===== src/hdl/matrix_multiply_4x4_macros.svh =====
// ----------------------------------------------------------------------------
// Assertion macros for the 4x4 matrix multiplier
// Clocked on clk_i, disabled while rst_ni is low.
// ----------------------------------------------------------------------------
`ifndef MATRIX_MULTIPLY_4X4_MACROS_SVH
`define MATRIX_MULTIPLY_4X4_MACROS_SVH

`ifndef SYNTHESIS
// Condition holds in every cycle out of reset.
`define MM4_ASSERT_ALWAYS(lbl, cond, msg) \
  lbl: assert property (@(posedge clk_i) disable iff (!rst_ni) (cond)) else $error(msg);
// Consequent holds in the cycle after the antecedent.
`define MM4_ASSERT_NEXT(lbl, ante, cons, msg) \
  lbl: assert property (@(posedge clk_i) disable iff (!rst_ni) (ante) |=> (cons)) \
    else $error(msg);
`else
`define MM4_ASSERT_ALWAYS(lbl, cond, msg)
`define MM4_ASSERT_NEXT(lbl, ante, cons, msg)
`endif

`endif


===== src/hdl/mm4_pkg.sv =====
// ----------------------------------------------------------------------------
// mm4_pkg
// Types and constants shared by the matrix multiplier modules.
// ----------------------------------------------------------------------------
package mm4_pkg;

  localparam int DIM       = 4;
  localparam int DATA_W    = 32;
  localparam int FRAC_BITS = 16;

  localparam int CELLS       = DIM * DIM;
  localparam int ROW_W       = $clog2(DIM);
  localparam int IDX_W       = $clog2(CELLS);
  localparam int PROD_W      = 2 * DATA_W;
  localparam int ACC_W       = PROD_W + $clog2(DIM);
  localparam int FIELD_IDX_W = 4;

  typedef enum logic [1:0] {
    REQ_LOAD_LEFT  = 2'd0,
    REQ_LOAD_RIGHT = 2'd1,
    REQ_COMPUTE    = 2'd2
  } req_e;

  typedef enum logic [1:0] {
    ST_IDLE,
    ST_ISSUE,
    ST_DRAIN
  } seq_state_e;

  typedef struct packed {
    logic [1:0]               req_type;
    logic [FIELD_IDX_W-1:0]   elem_index;
    logic signed [DATA_W-1:0] elem_value;
  } in_beat_t;

  typedef struct packed {
    logic [FIELD_IDX_W-1:0]   out_index;
    logic signed [DATA_W-1:0] out_value;
    logic                     out_last;
  } out_beat_t;

  // One product element travelling down the chain.
  typedef struct packed {
    logic             valid;
    logic [ROW_W-1:0] row;
    logic [ROW_W-1:0] col;
    logic [IDX_W-1:0] idx;
    logic             last;
  } tok_t;

  // Store write into one cell.
  typedef struct packed {
    logic                     left_we;
    logic                     right_we;
    logic [ROW_W-1:0]         addr;
    logic signed [DATA_W-1:0] data;
  } wr_t;

  typedef struct packed {
    tok_t tok;
    logic busy;
  } seq_stat_t;

endpackage


===== src/hdl/mm4_seq.sv =====
// ----------------------------------------------------------------------------
// mm4_seq
// Sequencer: on a compute request, feeds the sixteen element positions into
// the head of the cell chain, then waits for the last result beat.
// ----------------------------------------------------------------------------
module mm4_seq (
  input  logic               clk_i,
  input  logic               rst_ni,
  input  logic               en_i,
  input  logic               start_i,
  input  logic               done_i,
  output mm4_pkg::seq_stat_t stat_o
);
  import mm4_pkg::*;

  seq_state_e       state_q, state_d;
  logic [IDX_W-1:0] cnt_q, cnt_d;
  logic             cnt_last;

  assign cnt_last = (cnt_q == IDX_W'(CELLS - 1));

  always_ff @(posedge clk_i or negedge rst_ni) begin
    if (!rst_ni) begin
      state_q <= ST_IDLE;
      cnt_q   <= '0;
    end else begin
      state_q <= state_d;
      cnt_q   <= cnt_d;
    end
  end

  always_comb begin
    state_d = state_q;
    cnt_d   = cnt_q;
    stat_o.tok.valid = 1'b0;
    stat_o.tok.idx   = cnt_q;
    stat_o.tok.row   = cnt_q[ROW_W-1:0];
    stat_o.tok.col   = cnt_q[IDX_W-1:ROW_W];
    stat_o.tok.last  = cnt_last;
    stat_o.busy      = 1'b1;
    case (state_q)
      ST_IDLE: begin
        stat_o.busy = 1'b0;
        cnt_d       = '0;
        if (start_i) begin
          state_d = ST_ISSUE;
        end
      end
      ST_ISSUE: begin
        stat_o.tok.valid = 1'b1;
        if (en_i) begin
          cnt_d = cnt_q + 1'b1;
          if (cnt_last) begin
            state_d = ST_DRAIN;
          end
        end
      end
      ST_DRAIN: begin
        if (done_i) begin
          state_d = ST_IDLE;
        end
      end
      default: begin
        state_d = ST_IDLE;
      end
    endcase
  end

endmodule


===== config.mk =====
export PLATFORM = sky130hd
export DESIGN_NAME = mm4_seq
export DESIGN_NICKNAME = d
export VERILOG_FILES = /design/src/hdl/matrix_multiply_4x4_macros.svh /design/src/hdl/mm4_pkg.sv /design/src/hdl/mm4_seq.sv
export SDC_FILE = /design/constraint.sdc
export NUM_CORES = 1
export LEC_CHECK = 0
export CAP_MARGIN = 20
export CORE_AREA = 2 2 39 41
export DETAILED_ROUTE_END_ITERATION = 8
export DIE_AREA = 0 0 41 43
export DONT_BUFFER_PORTS = 1
export PLACE_DENSITY_LB_ADDON = 0.08
export RECOVER_POWER = 25
export SETUP_SLACK_MARGIN = 0.3
export SYNTH_ARGS = -nofsm -noshare
export SYNTH_HDL_FRONTEND = slang
export SYNTH_SLANG_ARGS = --single-unit

===== constraint.sdc =====
create_clock -name clk_i -period 1.3 [get_ports clk_i]
set_input_delay 0.26 -clock clk_i [delete_from_list [all_inputs] [get_ports clk_i]]
set_output_delay 0.26 -clock clk_i [all_outputs]
set_load 0.03 [all_outputs]

* Word level (Yosys, flattened, before mapping)
Index checks and enable logic that the tools add are counted. Widths: inputs -> output; s select.
Storage, ports and cells: output and inout port bits 11, flip-flop bits (word level) 6
Operators by class: muxes and demuxes 9, reduce and logical (&&, ||, !) cells 4, add/sub/neg operators 1, equality and inequality tests 7
Operators with widths (number):
- $mux 2 | 4
- $ne 2x2->1 const B | 4
- $pmux 4 s2 | 1
- $pmux 2 s3 | 1
- $add 4x1->4 const B | 1
- $eq 4x4->1 const B | 1
- $mux 4 | 1
- $reduce_and 4->1 | 1
- $eq 2x1->1 const B | 1
- $eq 2x2->1 const B | 1
- $logic_not 2->1 | 1
- $mux 1 | 2
- $reduce_and 2->1 | 1
- $reduce_bool 2->1 | 1

* Logic depth before layout (Yosys ltp)
word-level depth 4, gate-level depth with buffers 4, gate-level depth less buffers 4

* Worst setup path before layout
OpenSTA, ideal clock, no wires.
path kind register -> register, start point register cnt_q[0], end point register cnt_q[2], setup time 0.121 ns, stages on the path, launching flop included 5, path slack -0.158 ns, buffers on the path 0, arrival time 1.336 ns, cells stage by stage dfrtp_1 ha_1 nor2b_1 a22o_1 a22o_2
On the way: cells in the longest elaborated chain, start to end 3
Ends and longest elaborated chain:
- from (decl) | RTL line mm4_seq.sv:17 | logic [IDX_W-1:0] cnt_q, cnt_d;
- from (signal assigned) | RTL line mm4_seq.sv:28 | cnt_q <= cnt_d;
- $add 4x1->4 | RTL line mm4_seq.sv:52 | cnt_d = cnt_q + 1'b1;
- $mux 4 | RTL line mm4_seq.sv:51 | if (en_i) begin
- $pmux 4 s2 | RTL line mm4_seq.sv:41 | case (state_q)
No other way between the ends. The select of a mux whose other input is x is not followed. A chain may end at the register's enable or synchronous reset.

==> impl_results.md <==
* Status: complete, no violations
* Root Buffer: clkbuf_4
* Avg Inst Size Synth at 9.55 sq um
* Core area at ~1400 sq um
* Maximum number of pins on one net before global-route repair at 7
* Slew HR at 0.805
* Clk_lat worst skew at between 0.2 and 0.3 ns
* Ports at 16
* First-pass GRT wire length at between 1500 and 2000 um
* Register area share after synthesis at 0.383
* Period utilization at 0.997
* Final setup fails at 0
* Busiest grt layer: met2
* Hold wc startpoint: done_i
* Initial Utilization at 0.283
* Post-DR wirelength/cell at approximately 14 um
* Critical path buffers and inverters at 0
* Slowest cell delay on critical path at about 0.43 ns
* GRT met2 Usage at 0.213
* Placed Area at between 400 and 500 sq um
* Crit path cell chain: ha_4 > and3_4
* Post-layout util at 0.433
* Yosys reg bits at 6
* Chip Width at slightly above 40 um
* Clock Skew at around 0.0071 ns
* Synth top area share at 0.383
* CTS clk-pin slew, worst paths at 0.05 ns
* Final WL at ~1000 um
* Post-DRT Antenna Nets at 0
* Max-cap violation count at 0
* Worst slew pin tran at about 0.3 ns
* WP depth at 2
* Post-route DRC at 0
* N_diodes at 0
* DIE HEIGHT at 43 um
* Power density over the cells at between 2000 and 2500 nW/um^2
* Reg-to-reg startpoint: cnt_q[1]
* Longest Clk Path Bufs at 2
* Die ar. at ~1800 sq um
* R2r endpoint: cnt_q[2]
* Post-Syn Area at 392 sq um
* Final #Nets at 63
* Synth warn at 0
* WHS at around 0.17 ns
* Sink Count at 6
* Fraction of registers with async set/reset at 1.00
* CTS Buf Count at 3
* Number of flops mapped to enable cells by yosys at 0
* Setup WS post-layout at about 0.0038 ns
* Worst Path Required at between 1 and 1.5 ns
* FMAX at slightly below 0.8 GHz
* Final Max Slew Viols at 0
* Most area-consuming cells after synthesis: dfrtp_1 (38%), buf_4 (12%), a22o_1 (6.7%)
* Post-synth top flop: dfrtp_1
* Crit start category: flip-flop
* Cell with the largest stage delay on the worst path: dfrtp_2
* Setup slack, reg-to-reg at around 0.06 ns
* Htree depth at 1
* Post-route setup TNS at 0 ns
* Area delta synth->final at 53.0%
* M1 GR Usage at 0.145
* Hold Crit Class: primary input to flip-flop
* Crit-path max FO at 4
* Worst setup path endpoint: stat_o[1]
* Post-synth cell types at 22
* Routed vias at roughly 350
* IO buf count at 0
* CTS tree: built
* Place WS at ~0.048 ns
* Crit path launch: cnt_q[1]
* All-Layer GR Usage at 0.140
* Number of global-route vias before repair at between 300 and 400
* Period minus WS final at between 1 and 1.5 ns
* Iteration-0 DRC Markers at 6
* Average vias per placed instance at between 4 and 5
* Cell family with most CP delay: flip-flops
* Crit. End Element: primary output
* Post-Synthesis Cells at 41
* Initial DRT Pass Iterations at 4
* Peak VDD IR at about 830 uV
* Leak at ~0.29 nW
* Antenna violations before repair at 0
* Top post-synthesis cells by count: buf_4 (6), dfrtp_1 (6), nand2_1 (4)
* Final GP Congestion at a little under 0.7
* Row count at 14
* Design Area, Final at ~600 sq um
* Kind of critical path: flip-flop to primary output
* Synthesized net count at 47
* DP HPWL at between 600 and 700 um
* Final Hold Viols at 0
* Synth area leader: dfrtp_1
* RSZ-0062 raised after global routing: true
* Cells on worst reg2reg path at 4
* GRT Residual Overflow at 0
* CP Data Arrival Time at approximately 1.0 ns
* Share of cells above drive strength 1 at 0.589
* Grt met3 use at 0.105
## flip-flops by register name (all words and copies together), names as in the netlist
name / cells
cnt_q: 4
state_q: 2
## cell families (layout without fill, tap and decap cells)
family          count (synthesis)  in the layout  synth area share
compound gates                  7              7             0.141
buf+inv                         9             24             0.166
flops                           6              6             0.383
mux                             1              1            0.0256
fa+ha+maj                       1              1            0.0319
simple gates                   17             17             0.252
## worst reg2reg max path: cells and delay by family (launching register included)
kind	cells	cell delay, ns
AND/OR/NAND/NOR	1	0.12
AO/OA/AOI/OAI	2	0.40
adder cells (fa/ha/maj)	1	0.17
flip-flops	1	0.43
## final cells by class
cell class	count	area, sq um
fill	137	785
multi-input combinational	26	203
timing repair buffer	19	189
sequential	6	158
clock buffer	4	26.3
tap	16	20.0
inverter	1	3.75
## where the power goes
group	leakage (nW)	internal, mW	switching, mW
Clock	0.0150	0.117	0.0772
Sequential	0.0654	0.259	0.0920
Combinational	0.206	0.438	0.443
Total	0.286	0.814	0.612
## timing repair
action,4_1_cts,5_1_grt
buffers inserted,12,0
hold buffers,1,0
gates resized for setup,13,3
hold endpoints to repair,6,0
endpoints found under the setup margin,17,17
gates cloned,0,0
pin swaps,3,4
## how the worst min path moves through the flow
stage                             to  slack, ns  cells past startpoint
after global placement    state_q[1]      -0.04                      0
after CTS                 state_q[0]       0.17                      2
after global routing      state_q[0]       0.18                      2
after detailed placement  state_q[0]      -0.04                      0
after floorplan             cnt_q[0]      -0.04                      0
final                     state_q[1]       0.17                      3
## cells in the final DEF, fill, tap and decap left out, types with 2 or more instances in the layout
cell      synthesis  final
a22o_1            3      3
buf_12            0      2
nand3_1           3      3
buf_6             1      3
buf_4             6     12
nand2_1           4      4
clkbuf_4          0      3
nor2_1            2      2
nor2b_4           1      2
dfrtp_2           0      6
## routing by layer
metal / wire [um] / up-vias
li1: - / 168
met1: 381 / 169
met2: 521 / 11
met3: 70 / 3
met4: 7 / 0
met5: 0 / -
## stage by stage
stage,cells,power (mW)
after floorplan,41,0.894
after global placement,55,0.928
after detailed placement,55,0.947
after CTS,72,1.42
after global routing,72,1.52
final,72,1.43
No activity file was read; power rests on OpenSTA's default activity.
