[src/hdl/matrix_multiply_4x4_macros.svh]
// ----------------------------------------------------------------------------
// Assertion macros for the 4x4 matrix multiplier
// Clocked on clk_i, disabled while rst_ni is low.
// ----------------------------------------------------------------------------
`ifndef MATRIX_MULTIPLY_4X4_MACROS_SVH
`define MATRIX_MULTIPLY_4X4_MACROS_SVH

`ifndef SYNTHESIS
// Condition holds in every cycle out of reset.
`define MM4_ASSERT_ALWAYS(lbl, cond, msg) \
  lbl: assert property (@(posedge clk_i) disable iff (!rst_ni) (cond)) else $error(msg);
// Consequent holds in the cycle after the antecedent.
`define MM4_ASSERT_NEXT(lbl, ante, cons, msg) \
  lbl: assert property (@(posedge clk_i) disable iff (!rst_ni) (ante) |=> (cons)) \
    else $error(msg);
`else
`define MM4_ASSERT_ALWAYS(lbl, cond, msg)
`define MM4_ASSERT_NEXT(lbl, ante, cons, msg)
`endif

`endif

[src/hdl/mm4_pkg.sv]
// ----------------------------------------------------------------------------
// mm4_pkg
// Types and constants shared by the matrix multiplier modules.
// ----------------------------------------------------------------------------
package mm4_pkg;

  localparam int DIM       = 4;
  localparam int DATA_W    = 32;
  localparam int FRAC_BITS = 16;

  localparam int CELLS       = DIM * DIM;
  localparam int ROW_W       = $clog2(DIM);
  localparam int IDX_W       = $clog2(CELLS);
  localparam int PROD_W      = 2 * DATA_W;
  localparam int ACC_W       = PROD_W + $clog2(DIM);
  localparam int FIELD_IDX_W = 4;

  typedef enum logic [1:0] {
    REQ_LOAD_LEFT  = 2'd0,
    REQ_LOAD_RIGHT = 2'd1,
    REQ_COMPUTE    = 2'd2
  } req_e;

  typedef enum logic [1:0] {
    ST_IDLE,
    ST_ISSUE,
    ST_DRAIN
  } seq_state_e;

  typedef struct packed {
    logic [1:0]               req_type;
    logic [FIELD_IDX_W-1:0]   elem_index;
    logic signed [DATA_W-1:0] elem_value;
  } in_beat_t;

  typedef struct packed {
    logic [FIELD_IDX_W-1:0]   out_index;
    logic signed [DATA_W-1:0] out_value;
    logic                     out_last;
  } out_beat_t;

  // One product element travelling down the chain.
  typedef struct packed {
    logic             valid;
    logic [ROW_W-1:0] row;
    logic [ROW_W-1:0] col;
    logic [IDX_W-1:0] idx;
    logic             last;
  } tok_t;

  // Store write into one cell.
  typedef struct packed {
    logic                     left_we;
    logic                     right_we;
    logic [ROW_W-1:0]         addr;
    logic signed [DATA_W-1:0] data;
  } wr_t;

  typedef struct packed {
    tok_t tok;
    logic busy;
  } seq_stat_t;

endpackage

[src/hdl/mm4_cell.sv]
// ----------------------------------------------------------------------------
// mm4_cell
// One multiply-accumulate cell: holds column k of the left matrix and row k
// of the right matrix, adds its product term to the passing partial sum.
// ----------------------------------------------------------------------------
module mm4_cell (
  input  logic                         clk_i,
  input  logic                         rst_ni,
  input  logic                         en_i,
  input  mm4_pkg::wr_t                 wr_i,
  input  mm4_pkg::tok_t                tok_i,
  input  logic signed [mm4_pkg::ACC_W-1:0] sum_i,
  output mm4_pkg::tok_t                tok_o,
  output logic signed [mm4_pkg::ACC_W-1:0] sum_o
);
  import mm4_pkg::*;

  logic signed [DATA_W-1:0] left_q  [DIM];
  logic signed [DATA_W-1:0] right_q [DIM];

  logic signed [DATA_W-1:0] l_sel, r_sel;
  logic signed [PROD_W-1:0] prod_d, prod_q;
  logic signed [ACC_W-1:0]  sum_mid_q, sum_out_q, sum_out_d;
  tok_t                     tok_mid_q, tok_out_q;

  always_ff @(posedge clk_i or negedge rst_ni) begin
    if (!rst_ni) begin
      for (int e = 0; e < DIM; e++) begin
        left_q[e]  <= '0;
        right_q[e] <= '0;
      end
    end else begin
      if (wr_i.left_we) begin
        left_q[wr_i.addr] <= wr_i.data;
      end
      if (wr_i.right_we) begin
        right_q[wr_i.addr] <= wr_i.data;
      end
    end
  end

  assign l_sel     = left_q[tok_i.row];
  assign r_sel     = right_q[tok_i.col];
  assign prod_d    = l_sel * r_sel;
  assign sum_out_d = sum_mid_q + ACC_W'(prod_q);

  // Stage one: multiply; stage two: add into the partial sum.
  always_ff @(posedge clk_i or negedge rst_ni) begin
    if (!rst_ni) begin
      tok_mid_q <= '0;
      tok_out_q <= '0;
    end else if (en_i) begin
      tok_mid_q <= tok_i;
      tok_out_q <= tok_mid_q;
    end
  end

  always_ff @(posedge clk_i) begin
    if (en_i) begin
      sum_mid_q <= sum_i;
      prod_q    <= prod_d;
      sum_out_q <= sum_out_d;
    end
  end

  assign tok_o = tok_out_q;
  assign sum_o = sum_out_q;

endmodule

[config.mk]
export PLATFORM = sky130hd
export DESIGN_NAME = mm4_cell
export DESIGN_NICKNAME = d
export VERILOG_FILES = /design/src/hdl/matrix_multiply_4x4_macros.svh /design/src/hdl/mm4_pkg.sv /design/src/hdl/mm4_cell.sv
export SDC_FILE = /design/constraint.sdc
export NUM_CORES = 2
export LEC_CHECK = 0
export BUFFER_PORTS_ARGS = -buffer_cell sky130_fd_sc_hd__buf_2
export CORE_UTILIZATION = 30
export DETAILED_ROUTE_END_ITERATION = 7
export GPL_TIMING_DRIVEN = 1
export PLACE_DENSITY = 0.5
export RECOVER_POWER = 50
export SYNTH_ARGS = -nofsm -noshare
export SYNTH_HDL_FRONTEND = slang
export SYNTH_SLANG_ARGS = --single-unit
[constraint.sdc]
create_clock -name clk_i -period 22 [get_ports clk_i]
set_input_delay 1.1 -clock clk_i [delete_from_list [all_inputs] [get_ports clk_i]]
set_output_delay 1.1 -clock clk_i [all_outputs]
set_load 0.01 [all_outputs]
# After elaboration in Yosys (flattened, before gate mapping)
# Cells that the tools add are included.
# W data, S select, Z words.
# word_totals
output_inout_bits	76
in_bits	115
reg_bits	472
wordCells	41
# op_classes
n_mux	10
add_sub_neg	1
bitwise_logic	3
reduce_logical	1
n_mul	1
magnitude_cmp	4
# op_table
operator	count
$bwmux W128	2
$mux W32	5
$bmux W32 S2	2
$add A66 B64 Y66	1
$demux W32 S2	1
$mul A32 B32 Y64	1
$ge A3 B3 Y1 const B	3
$not A2 Y3	3
$lt A3 B1 Y1 const B	1
$logic_and A1 B1 Y1	1

# Logic depth before layout (Yosys ltp)
# depth
depth_word	6
ltp_mapped	37
mapped_depth_nobuf	33

# Worst setup path before layout
# Ideal clock, no wire load.
# synth_path
path_kind	in2reg
startpoint	input port tok_i[6] (netlist name)
endpoint	register prod_q[62], data pin
t_required_ps	21735
path_stages	31
n_path_buf	3
path_slack_ps	12011
setup_ps	265
t_arrival_ps	9723
cell_sequence	clkbuf_1 > clkbuf_1 > mux2i_1 > nand2_1 > o21ai_0 > clkbuf_1 > nor2_1 > fa_1 > inv_1 > fa_1 > inv_1 > fa_1 > fa_1 > inv_1 > fa_1 > inv_1 > fa_1 > inv_1 > fa_1 > inv_1 > fa_1 > ha_1 > nand4_1 > or3_1 > o211ai_1 > nor3_1 > a2111o_1 > o21ai_0 > a21oi_1 > o21ai_0 > xor2_1
# synth_via
elab_chain_cells	5
# synth_lines
element	line	text
start, declared	mm4_cell.sv:11	input mm4_pkg::tok_t tok_i,
$not A2 Y3 (implied by the code)	mm4_cell.sv:43	assign r_sel = right_q[tok_i.col];
$bmux W32 S2	mm4_cell.sv:43	
$mux W32 (implied by the code) (2 in series)	mm4_cell.sv:43	
$mul A32 B32 Y64	mm4_cell.sv:44	assign prod_d = l_sel * r_sel;
via prod_d[62]	mm4_cell.sv:22	logic signed [PROD_W-1:0] prod_d, prod_q;
end signal, assigned	mm4_cell.sv:61	prod_q <= prod_d;
end, declared	mm4_cell.sv:22	
# The timed path passes the listed nets, and every way through them passes these cells. The select of a mux whose other input is x is not followed.
# A chain may end at the register's enable or synchronous reset.

# Final worst setup path
# layout_path
startpoint	input port tok_i[8] (netlist name)
endpoint	register prod_q[62], data pin
# layout_via
elab_chain_cells	5
# layout_lines
element	line	text
$not A2 Y3 (implied by the code)	mm4_cell.sv:42	assign l_sel = left_q[tok_i.row];
$bmux W32 S2	mm4_cell.sv:42	
$mux W32 (implied by the code) (2 in series)	mm4_cell.sv:42	
$mul A32 B32 Y64	mm4_cell.sv:44	
via prod_d[62]	mm4_cell.sv:22	
# The timed path passes the listed nets, and every way through them passes these cells. The select of a mux whose other input is x is not followed.

==> impl_metrics.toml <==
[drt]
drtIter0Drc = 2650
via_per_inst = 4.84
first_pass_iters = 8
drc = 20
drt_wl_total_mm = 177
num_vias = 39546
ant_nets = 0
wire_per_inst_um = 21.6

[place]
port_buffers = 190
gp_congestion = 0.893
dpl.hpwl_mm = 133

[die]
die_h_um = 438
die_area_mm2 = 0.192
num_io_pins = 191
core_mm2 = 0.188
num_rows = 159
die_w_um = 438
initial_core_util_pct = 30.3

[final_layout]
fillers = 19202
area_delta_synth_final_pct = 10.7
fin_nets = 7078
regArea_mm2 = 0.0128
multi_input_area_mm2 = 0.0394
layout-drive-gt1-share_pct = 13.3

[yosys]
syn_avg_cell_area_um2 = 10.3
synth.area.top_cells = "fa_1 38%, dfrtp_1 12%, edfxtp_1 10%, inv_1 6.9%, mux2_2 6.5%"
netlist_instances = 5513
synth_commonest_cells = "1083 x fa_1, 1044 x inv_1, 662 x nand2_1"
seq_area_frac_synth_pct = 22.5
synth_most_common_cell = "fa_1"
yosysWarningCount = 0
yosys.area.top_type_share_pct = 38.1
syn-num-nets = 6960
ys_types = 60
synth_edf_count = 196
netlist_area_mm2 = 0.0569
async_reset_ff_share_pct = 58.5
synth.ff_latch_count = 472
yosys.area.top_type = "fa_1"
synth-main-ff-cell = "dfrtp_1"

[critical_path]
rrSetupSlack_ns = 11.29
cp_common_cell = "fa_1"
worst_setup_path_start_kind = "input pin"
path_class = "in2reg"
critPathArrivalTime_ns = 11.83
crit_path_max_incr_delay_ns = 0.93
crit_slowest_cell = "fa_1"
cp_top_family = "adder cells"
critPathBufInv = 8
crit_path_end_kind = "flip-flop"
worst_ep_required_time_ns = 22.47
cp_max_fo = 57

[sta]
hold_viol_final = 0
relSlewSlack_pct = -333
min_period_ns = 11.36
fin_crit_sh_pct = 51.7
setup_violations = 0
max_freq_mhz = 88.0
grt_setup_unrepaired = "false"
drv_slew = 485
worst_slew_pin_slew_ns = 6.49
fin_skew_ns = 0.0764
fin_tns_setup_ns = 0

[global_routing]
grt_pass1_wl_mm = 270
grt_antenna_before_repair = 12
grt_overflow = 0
grt.total_usage_pct = 18.8
grt_max_degree = 165
grt_pass1_vias = 43088

[cts]
cts_tree = "built"
cts_resized = 0
cts_buffers = 59
clock_latency_ns = 0.73
clk_pin_slew_ns = 0.06
root_buffer = "clkbuf_16"
ctsHoldBuffers = 0
post_cts_buffers = 0
h-tree-depth = 2
clock_sinks = 472
clock_path_buffers = 3

[run_status]
status = "complete, but fails checks"
violations = "DRC, capacitance limit, slew limit"

[job]
max_cap_viol_count = 10

[hold_path]
holdCritPathClass = "reg2reg"
==> registers in the layout, indices dropped and copies added (netlist names) <==
register   count
tok_mid_q     10
left_q       128
tok_o         10
sum_mid_q     66
sum_o         66
prod_q        64
right_q      128
==> area by class of cell <==
| class | instances | share of cell area (%) |
|---|---|---|
| multi-input combinational | 3742 | 62.5 |
| sequential | 472 | 20.3 |
| inverter | 1044 | 6.22 |
| tap | 2495 | 4.95 |
| timing repair buffer | 312 | 2.93 |
| clock buffer | 81 | 2.54 |
| clock inverter | 27 | 0.562 |
| antenna | 2 | 0.00794 |
==> per-stage QoR <==
step | util, % | hold slack [ns] | instance area, µm² | cells | setup WS, ns
global placement | 32.5 | 0.481 | 61100 | 8065 | 10.03
global route | 33.5 | 0.504 | 63000 | 8173 | 10.16
finish | 33.5 | 0.489 | 63000 | 8175 | 10.64
detailed placement | 32.5 | 0.487 | 61100 | 8065 | 10.05
floorplan | - | 0.474 | 56900 | 5513 | 12.01
CTS | 33.5 | 0.434 | 63100 | 8173 | 10.84
==> cells by family (layout without fill, tap and decap cells) <==
logic type,after synthesis,after routing,share of synthesized area (%)
AOI/OAI and AO/OA,521,521,5.83
xor gates and xnor gates,135,135,2.08
adders and majority gates,1332,1332,43.6
buffers and inverters,1299,1464,8.56
DFF,472,472,22.5
muxes,395,395,7.87
other,0,2,0
and+or+nand+nor,1359,1359,9.63
==> routing by layer <==
layer | global-route usage, % | wire, µm
met3 | 2.97 | 10400
met2 | 32.9 | 87200
met4 | 5.99 | 5940
met5 | 0 | 22
met1 | 23.5 | 73000
==> worst paths after layout <==
kind,to,depth (start not counted),start
worst min register to register,tok_o[4],1,tok_mid_q[4]
worst max-delay path,prod_q[62],28,tok_i[8]
worst max register to register,prod_q[62],27,right_q[3]
min in group asynchronous,tok_mid_q[2],1,rst_ni
worst min-delay path,tok_o[4],1,tok_mid_q[4]
max in group asynchronous,right_q[105],1,rst_ni
==> cells in the final DEF (no fill, tap or decap), drive strengths merged, types with 4 or more instances in the layout <==
cell,Yosys,routed
fa,1083,1083
inv,1044,1048
nand2,662,662
nor2,529,529
mux2,331,331
buf,30,296
dfrtp,276,276
ha,249,249
edfxtp,196,196
a21oi,141,141
o21ai,127,127
clkbuf,225,97
xnor2,87,87
o21a,70,70
a21o,60,60
mux2i,55,55
xor2,48,48
and2,43,43
o21bai,28,28
nand4,27,27
nand3,21,21
nand2b,20,20
a211oi,20,20
nor3,17,17
and3,15,15
clkinv,0,15
a31oi,12,12
nor2b,10,10
mux4,9,9
o31ai,9,9
o211ai,8,8
a31o,6,6
nor4,5,5
bufinv,0,5
a21bo,4,4
o41ai,4,4
Power is not shown: default switching activity piles up to over one toggle a cycle in this logic, so the estimate is an artifact.
