### src/hdl/matrix_multiply_4x4_macros.svh
// ----------------------------------------------------------------------------
// Assertion macros for the 4x4 matrix multiplier
// Clocked on clk_i, disabled while rst_ni is low.
// ----------------------------------------------------------------------------
`ifndef MATRIX_MULTIPLY_4X4_MACROS_SVH
`define MATRIX_MULTIPLY_4X4_MACROS_SVH

`ifndef SYNTHESIS
// Condition holds in every cycle out of reset.
`define MM4_ASSERT_ALWAYS(lbl, cond, msg) \
  lbl: assert property (@(posedge clk_i) disable iff (!rst_ni) (cond)) else $error(msg);
// Consequent holds in the cycle after the antecedent.
`define MM4_ASSERT_NEXT(lbl, ante, cons, msg) \
  lbl: assert property (@(posedge clk_i) disable iff (!rst_ni) (ante) |=> (cons)) \
    else $error(msg);
`else
`define MM4_ASSERT_ALWAYS(lbl, cond, msg)
`define MM4_ASSERT_NEXT(lbl, ante, cons, msg)
`endif

`endif

### src/hdl/mm4_pkg.sv
// ----------------------------------------------------------------------------
// mm4_pkg
// Types and constants shared by the matrix multiplier modules.
// ----------------------------------------------------------------------------
package mm4_pkg;

  localparam int DIM       = 4;
  localparam int DATA_W    = 32;
  localparam int FRAC_BITS = 16;

  localparam int CELLS       = DIM * DIM;
  localparam int ROW_W       = $clog2(DIM);
  localparam int IDX_W       = $clog2(CELLS);
  localparam int PROD_W      = 2 * DATA_W;
  localparam int ACC_W       = PROD_W + $clog2(DIM);
  localparam int FIELD_IDX_W = 4;

  typedef enum logic [1:0] {
    REQ_LOAD_LEFT  = 2'd0,
    REQ_LOAD_RIGHT = 2'd1,
    REQ_COMPUTE    = 2'd2
  } req_e;

  typedef enum logic [1:0] {
    ST_IDLE,
    ST_ISSUE,
    ST_DRAIN
  } seq_state_e;

  typedef struct packed {
    logic [1:0]               req_type;
    logic [FIELD_IDX_W-1:0]   elem_index;
    logic signed [DATA_W-1:0] elem_value;
  } in_beat_t;

  typedef struct packed {
    logic [FIELD_IDX_W-1:0]   out_index;
    logic signed [DATA_W-1:0] out_value;
    logic                     out_last;
  } out_beat_t;

  // One product element travelling down the chain.
  typedef struct packed {
    logic             valid;
    logic [ROW_W-1:0] row;
    logic [ROW_W-1:0] col;
    logic [IDX_W-1:0] idx;
    logic             last;
  } tok_t;

  // Store write into one cell.
  typedef struct packed {
    logic                     left_we;
    logic                     right_we;
    logic [ROW_W-1:0]         addr;
    logic signed [DATA_W-1:0] data;
  } wr_t;

  typedef struct packed {
    tok_t tok;
    logic busy;
  } seq_stat_t;

endpackage

### src/hdl/mm4_out.sv
// ----------------------------------------------------------------------------
// mm4_out
// Output stage: drops the fraction bits, saturates to the data width and
// holds the result beat until the consumer takes it.
// ----------------------------------------------------------------------------
module mm4_out (
  input  logic                             clk_i,
  input  logic                             rst_ni,
  input  logic                             en_i,
  input  mm4_pkg::tok_t                    tok_i,
  input  logic signed [mm4_pkg::ACC_W-1:0] sum_i,
  output logic                             valid_o,
  output mm4_pkg::out_beat_t               beat_o
);
  import mm4_pkg::*;

  localparam logic signed [DATA_W-1:0] MaxVal = {1'b0, {(DATA_W-1){1'b1}}};
  localparam logic signed [DATA_W-1:0] MinVal = {1'b1, {(DATA_W-1){1'b0}}};

  logic signed [ACC_W-1:0]   shifted;
  logic [ACC_W-DATA_W:0]     upper;
  logic                      fits;
  logic signed [DATA_W-1:0]  sat;
  logic                      valid_q;
  out_beat_t                 beat_q;

  assign shifted = sum_i >>> FRAC_BITS;
  assign upper   = shifted[ACC_W-1:DATA_W-1];
  assign fits    = (&upper) || !(|upper);
  assign sat     = fits ? shifted[DATA_W-1:0] : (sum_i[ACC_W-1] ? MinVal : MaxVal);

  always_ff @(posedge clk_i or negedge rst_ni) begin
    if (!rst_ni) begin
      valid_q <= 1'b0;
    end else if (en_i) begin
      valid_q <= tok_i.valid;
    end
  end

  always_ff @(posedge clk_i) begin
    if (en_i) begin
      beat_q.out_index <= FIELD_IDX_W'(tok_i.idx);
      beat_q.out_value <= sat;
      beat_q.out_last  <= tok_i.last;
    end
  end

  assign valid_o = valid_q;
  assign beat_o  = beat_q;

endmodule

### config.mk
export PLATFORM = sky130hd
export DESIGN_NAME = mm4_out
export DESIGN_NICKNAME = d
export VERILOG_FILES = /design/src/hdl/matrix_multiply_4x4_macros.svh /design/src/hdl/mm4_pkg.sv /design/src/hdl/mm4_out.sv
export SDC_FILE = /design/constraint.sdc
export NUM_CORES = 1
export LEC_CHECK = 0
export ABC_AREA = 1
export BUFFER_PORTS_ARGS = -buffer_cell sky130_fd_sc_hd__clkbuf_2
export CELL_PAD_IN_SITES_DETAIL_PLACEMENT = 1
export CELL_PAD_IN_SITES_GLOBAL_PLACEMENT = 1
export CORE_MARGIN = 1.5
export CORE_UTILIZATION = 31
export DETAILED_ROUTE_END_ITERATION = 8
export PLACE_DENSITY_LB_ADDON = 0.1
export SYNTH_ARGS = -nofsm -noshare
export SYNTH_HDL_FRONTEND = slang
export SYNTH_SLANG_ARGS = --single-unit
### constraint.sdc
create_clock -name clk_i -period 1.35 [get_ports clk_i]
set_clock_uncertainty 0.05 [all_clocks]
set_input_delay 0.0675 -clock clk_i [delete_from_list [all_inputs] [get_ports clk_i]]
set_output_delay 0.0675 -clock clk_i [all_outputs]
set_load 0.01 [all_outputs]
Word-level counts from Yosys, hierarchy flattened
Index checks and enable logic that the tools add are counted.
{"block": "op_classes", "reduce_logical": 4, "n_mux": 2}
{"operator": "$mux 32", "n": 2}
{"operator": "$reduce_and 19->1", "n": 1}
{"operator": "$reduce_or 19->1", "n": 1}
{"operator": "$logic_not 1->1", "n": 1}
{"operator": "$logic_or 1x1->1", "n": 1}
{"block": "word_totals", "ff_bits": 38, "elab_cells": 10}

Longest topological paths before layout
{"block": "logic_depth", "depth_word": 4, "mapped_depth": 9, "mapped_depth_nobuf": 8}

Least setup slack after synthesis
No wires, ideal clock.
{"block": "synth_path", "path_kind": "in2reg", "startpoint": "input sum_i[49] (netlist bit)", "endpoint": "register beat_q (netlist bit beat_o[10]) (data pin)", "cell_stages": 6, "setup_ns": 0.252, "n_path_buf": 1, "slack_ns": 0.225, "arrival_ns": 0.823, "t_required_ns": 1.048, "path_cell_list": "or2_1 > nor2_2 > nand3_2 > nand3_2 > buf_6 > nand2_1"}
{"block": "synth_between", "elab_chain_len": 4, "elab_cells_between_ends": 5, "classes_between": "mux (1); reduce/logical (4)"}
{"item": "start: declaration", "line_no": "mm4_out.sv:11", "text": "input logic signed [mm4_pkg::ACC_W-1:0] sum_i,"}
{"item": "$reduce_or 19->1", "line_no": "mm4_out.sv:29", "text": "assign fits = (&upper) || !(|upper);"}
{"item": "$logic_not 1->1", "line_no": "mm4_out.sv:29"}
{"item": "$logic_or 1x1->1 *", "line_no": "mm4_out.sv:29"}
{"item": "$mux 32 *", "line_no": "mm4_out.sv:30", "text": "assign sat = fits ? shifted[DATA_W-1:0] : (sum_i[ACC_W-1] ? MinVal : MaxVal);"}
{"item": "via sat[9]", "line_no": "mm4_out.sv:23", "text": "logic signed [DATA_W-1:0] sat;"}
{"item": "end: declaration", "line_no": "mm4_out.sv:25", "text": "out_beat_t beat_q;"}
Mark *: on every way through the listed nets, which the timed path passes. The rest lies on a longest branch.
A chain may end at the register's enable or synchronous reset.

Worst setup path after layout
{"block": "layout_path", "startpoint": "input sum_i[50] (netlist bit)", "endpoint": "register beat_q (netlist bit beat_o[20]) (data pin)"}
Same word-level chain as after synthesis.

==> results.yml <==
run_status:
  result_of_the_run: "finished, final reports clean"
sta:
  worst_slew_margin_rel: 0.778
  maxClockFrequency_mhz: 963
  fin_crit_sh: 0.769
  tightest_slew_ns: 0.333
  final_max_slew_viol_count: 0
  final.setup.tns_ns: 0
  finalWorstSetupSlack_ns: 0.311
  grt_setup_unrepaired: "no"
  period_minus_slack_ns: 1.04
  final_hold_viol_count: 0
  finalSetupViolCount: 0
  holdWs_ns: 0.00307
cts:
  numClockSinks: 38
  cts.repair.resized: 0
  ctsLongestPathBuffers: 2
  htreeDepth: 2
  worst_setup_hold_path_clk_slew_ns: 0.07
  clock_latency_ns: 0.29
  cts_made_buffers: 5
  clock-root-buffer: "sky130_fd_sc_hd__clkbuf_8"
  postCtsSetupBuffers: 0
  clock_tree_from_tritoncts: "built"
  ctsHoldBuffers: 32
synth:
  netlist.area_leader.share: 0.689
  yosys.area.top_type: "sky130_fd_sc_hd__edfxtp_1"
  synth_area_leaders: "sky130_fd_sc_hd__edfxtp_1, sky130_fd_sc_hd__nand2_1, sky130_fd_sc_hd__buf_6"
  synth_simple_gate_area_share: 0.241
  postSynth.topFlopCell: "sky130_fd_sc_hd__edfxtp_1"
  synth_xor_xnor_area_share: 0
  syn-cell-area_um2: 1610
  synthArstFlopShare: 0.0263
  ys_seq_area_frac: 0.705
  number_of_enable_flip_flop_cells_after_synthesis: 37
  synth_compound_gate_area_share: 0
  yosysWarningCount: 0
  synth_mux_area_frac: 0.00699
  synth_top_family_by_area: "simple AND/OR/NAND/NOR gates"
  avgSynthCellArea_um2: 11.4
  synthMostInstantiatedCell: "sky130_fd_sc_hd__nand2_1"
  netlist-cell-type-count: 14
  synthAdderAreaFrac: 0
  syn_inst: 141
  post_synth_most_frequent_cells: "sky130_fd_sc_hd__nand2_1, sky130_fd_sc_hd__edfxtp_1, sky130_fd_sc_hd__nor2_1"
  syn_nets: 220
  synth.ff_latch_count: 38
floorplanning:
  initial_core_util: 0.318
  die_area_um2: 5640
  fp.coreArea_um2: 5070
  io-pin-count: 117
  floorplan.die.height_um: 75.1
  die_w_um: 75.1
  rows: 26
global_routing:
  grt_use_met1: 0.156
  globalRouteMet2Util: 0.296
  grt_start_max_net_pins: 32
  grt-ovfl-total: 0
  global_route.peak_usage_layer: "met2"
  antenna_found_initial: 0
  grt_pass1_vias: 1445
  grt_first_pass_wirelength_um: 6420
  gr-usage-all-layers: 0.155
  gr-usage-met3: 0.0495
power:
  vdd_ir_drop_max_v: 0.000375
  p_leak_nw: 1.17
  power.internal_mw: 2.02
  seq_power_share: 0.544
  power_density_nw_per_um2: 1020
  clock_power_share: 0.304
  total_switching_power_mw: 0.585
  share_comb_of_total_power: 0.151
  switching_share: 0.224
run:
  timing.max_cap.violations: 0
finish:
  syn2layout_area_growth_pct: 59.2
  final.fill_count: 603
  final_layout_size_suffix_gt1_frac: 0.407
  finish.net_count: 351
  n_antenna_cell: 0
min_path:
  class_of_the_tightest_hold_or_removal_check: "input port to register"
routing:
  routed_wl_um: 4160
  drt-pass1-iter-count: 4
  drt_iter0_drc: 54
  wl_per_cell_um: 12.1
  drc: 0
  via_count_of_the_routed_design: 1455
  via_density_per_instance: 4.24
  postRouteAntennaNets: 0
critical_path:
  worst-endpoint-arrival_ns: 1.14
  timing.critical_path.from_type: "input port"
  criticalPathCategory: "input port to register"
  worst_setup_path_end_kind: "register"
  critical_path_required_ns: 1.45
  critPathMaxFanout: 31
placement:
  detailedPlacementHpwl_um: 2720
  dpl_worst_slack_ns: 0.0112
  port-buffer-count: 96
  gpl.final_weighted_congestion: 0.655
==> logic make-up (layout without fill, tap and decap cells) <==
family,after synthesis,count (layout)
and+or+nand+nor,94,94
DFF,38,38
buffers and inverters,8,140
muxes,1,1
==> cell usage in the layout, fill, tap and decap left out, types with 2 or more instances in the layout <==
master	count
sky130_fd_sc_hd__buf_12	2
sky130_fd_sc_hd__clkbuf_1	2
sky130_fd_sc_hd__clkbuf_2	96
sky130_fd_sc_hd__clkbuf_8	6
sky130_fd_sc_hd__dlygate4sd3_1	32
sky130_fd_sc_hd__edfxtp_1	37
sky130_fd_sc_hd__nand2_1	72
sky130_fd_sc_hd__nand3_2	2
sky130_fd_sc_hd__nand4_1	2
sky130_fd_sc_hd__nor2_1	12
sky130_fd_sc_hd__nor2_2	2
sky130_fd_sc_hd__or2_1	2
==> cell type report <==
type                    instances  area (um^2)  area share
flip-flops and latches         38         1140       0.443
well taps                      70         87.6      0.0341
inverters                       1         3.75     0.00146
multi-input cells              95          400       0.156
clock buffers                   8         90.1      0.0351
repair buffers                131          848       0.331
==> metrics by stage <==
step                      utilization  power (mW)  cells  cell area, um^2
after floorplan                     -        1.56    141             1610
after global placement          0.425        1.76    303             2160
after detailed placement        0.425        1.77    303             2160
after CTS                       0.506        2.65    343             2570
after global routing            0.506        2.74    343             2570
final                           0.506        2.61    343             2570
==> registers in the layout (all words and copies together), names as in the netlist <==
signal,cells
valid_o,1
beat_o,37
==> worst max-delay path, stage by stage <==
cell and delay (ns):
sky130_fd_sc_hd__clkbuf_2 0.08, sky130_fd_sc_hd__or2_1 0.23, sky130_fd_sc_hd__nor2_2 0.12, sky130_fd_sc_hd__nand3_2 0.12, sky130_fd_sc_hd__nand2_4 0.29, sky130_fd_sc_hd__nand2_1 0.12
sky130_fd_sc_hd__nand2_1 0.10
==> path summary, 6_finish.rpt <==
| check | from | slack (ns) | cells after the start | end |
|---|---|---|---|---|
| worst max-delay path | sum_i[50] | 0.31 | 7 | beat_o[20] |
| worst min-delay path | sum_i[30] | 0.003 | 3 | beat_o[15] |
| worst max register to register | valid_o | 0.56 | 1 | valid_o |
| worst min register to register | valid_o | 0.46 | 1 | valid_o |
| max in group asynchronous | rst_ni | 1.14 | 2 | valid_o |
| min in group asynchronous | rst_ni | 0.02 | 2 | valid_o |
==> power by group through the flow <==
| stage | clock network (mW) | registers [mW] | logic, mW |
|---|---|---|---|
| 6_report | 0.794 | 1.42 | 0.395 |
| 5_1_grt | 0.872 | 1.43 | 0.439 |
| 4_1_cts | 0.827 | 1.42 | 0.400 |
| 3_5_place_dp | 0 | 1.45 | 0.326 |
| 3_3_place_gp | 0 | 1.44 | 0.321 |
| 2_1_floorplan | 0 | 1.50 | 0.0570 |
==> per-layer routing <==
metal  up-vias  share of wire
met3         4          0.070
li1        723              -
met2        58           0.54
met4         0         0.0046
met5         -              0
met1       670           0.38
(Power assumes the default switching activity.)
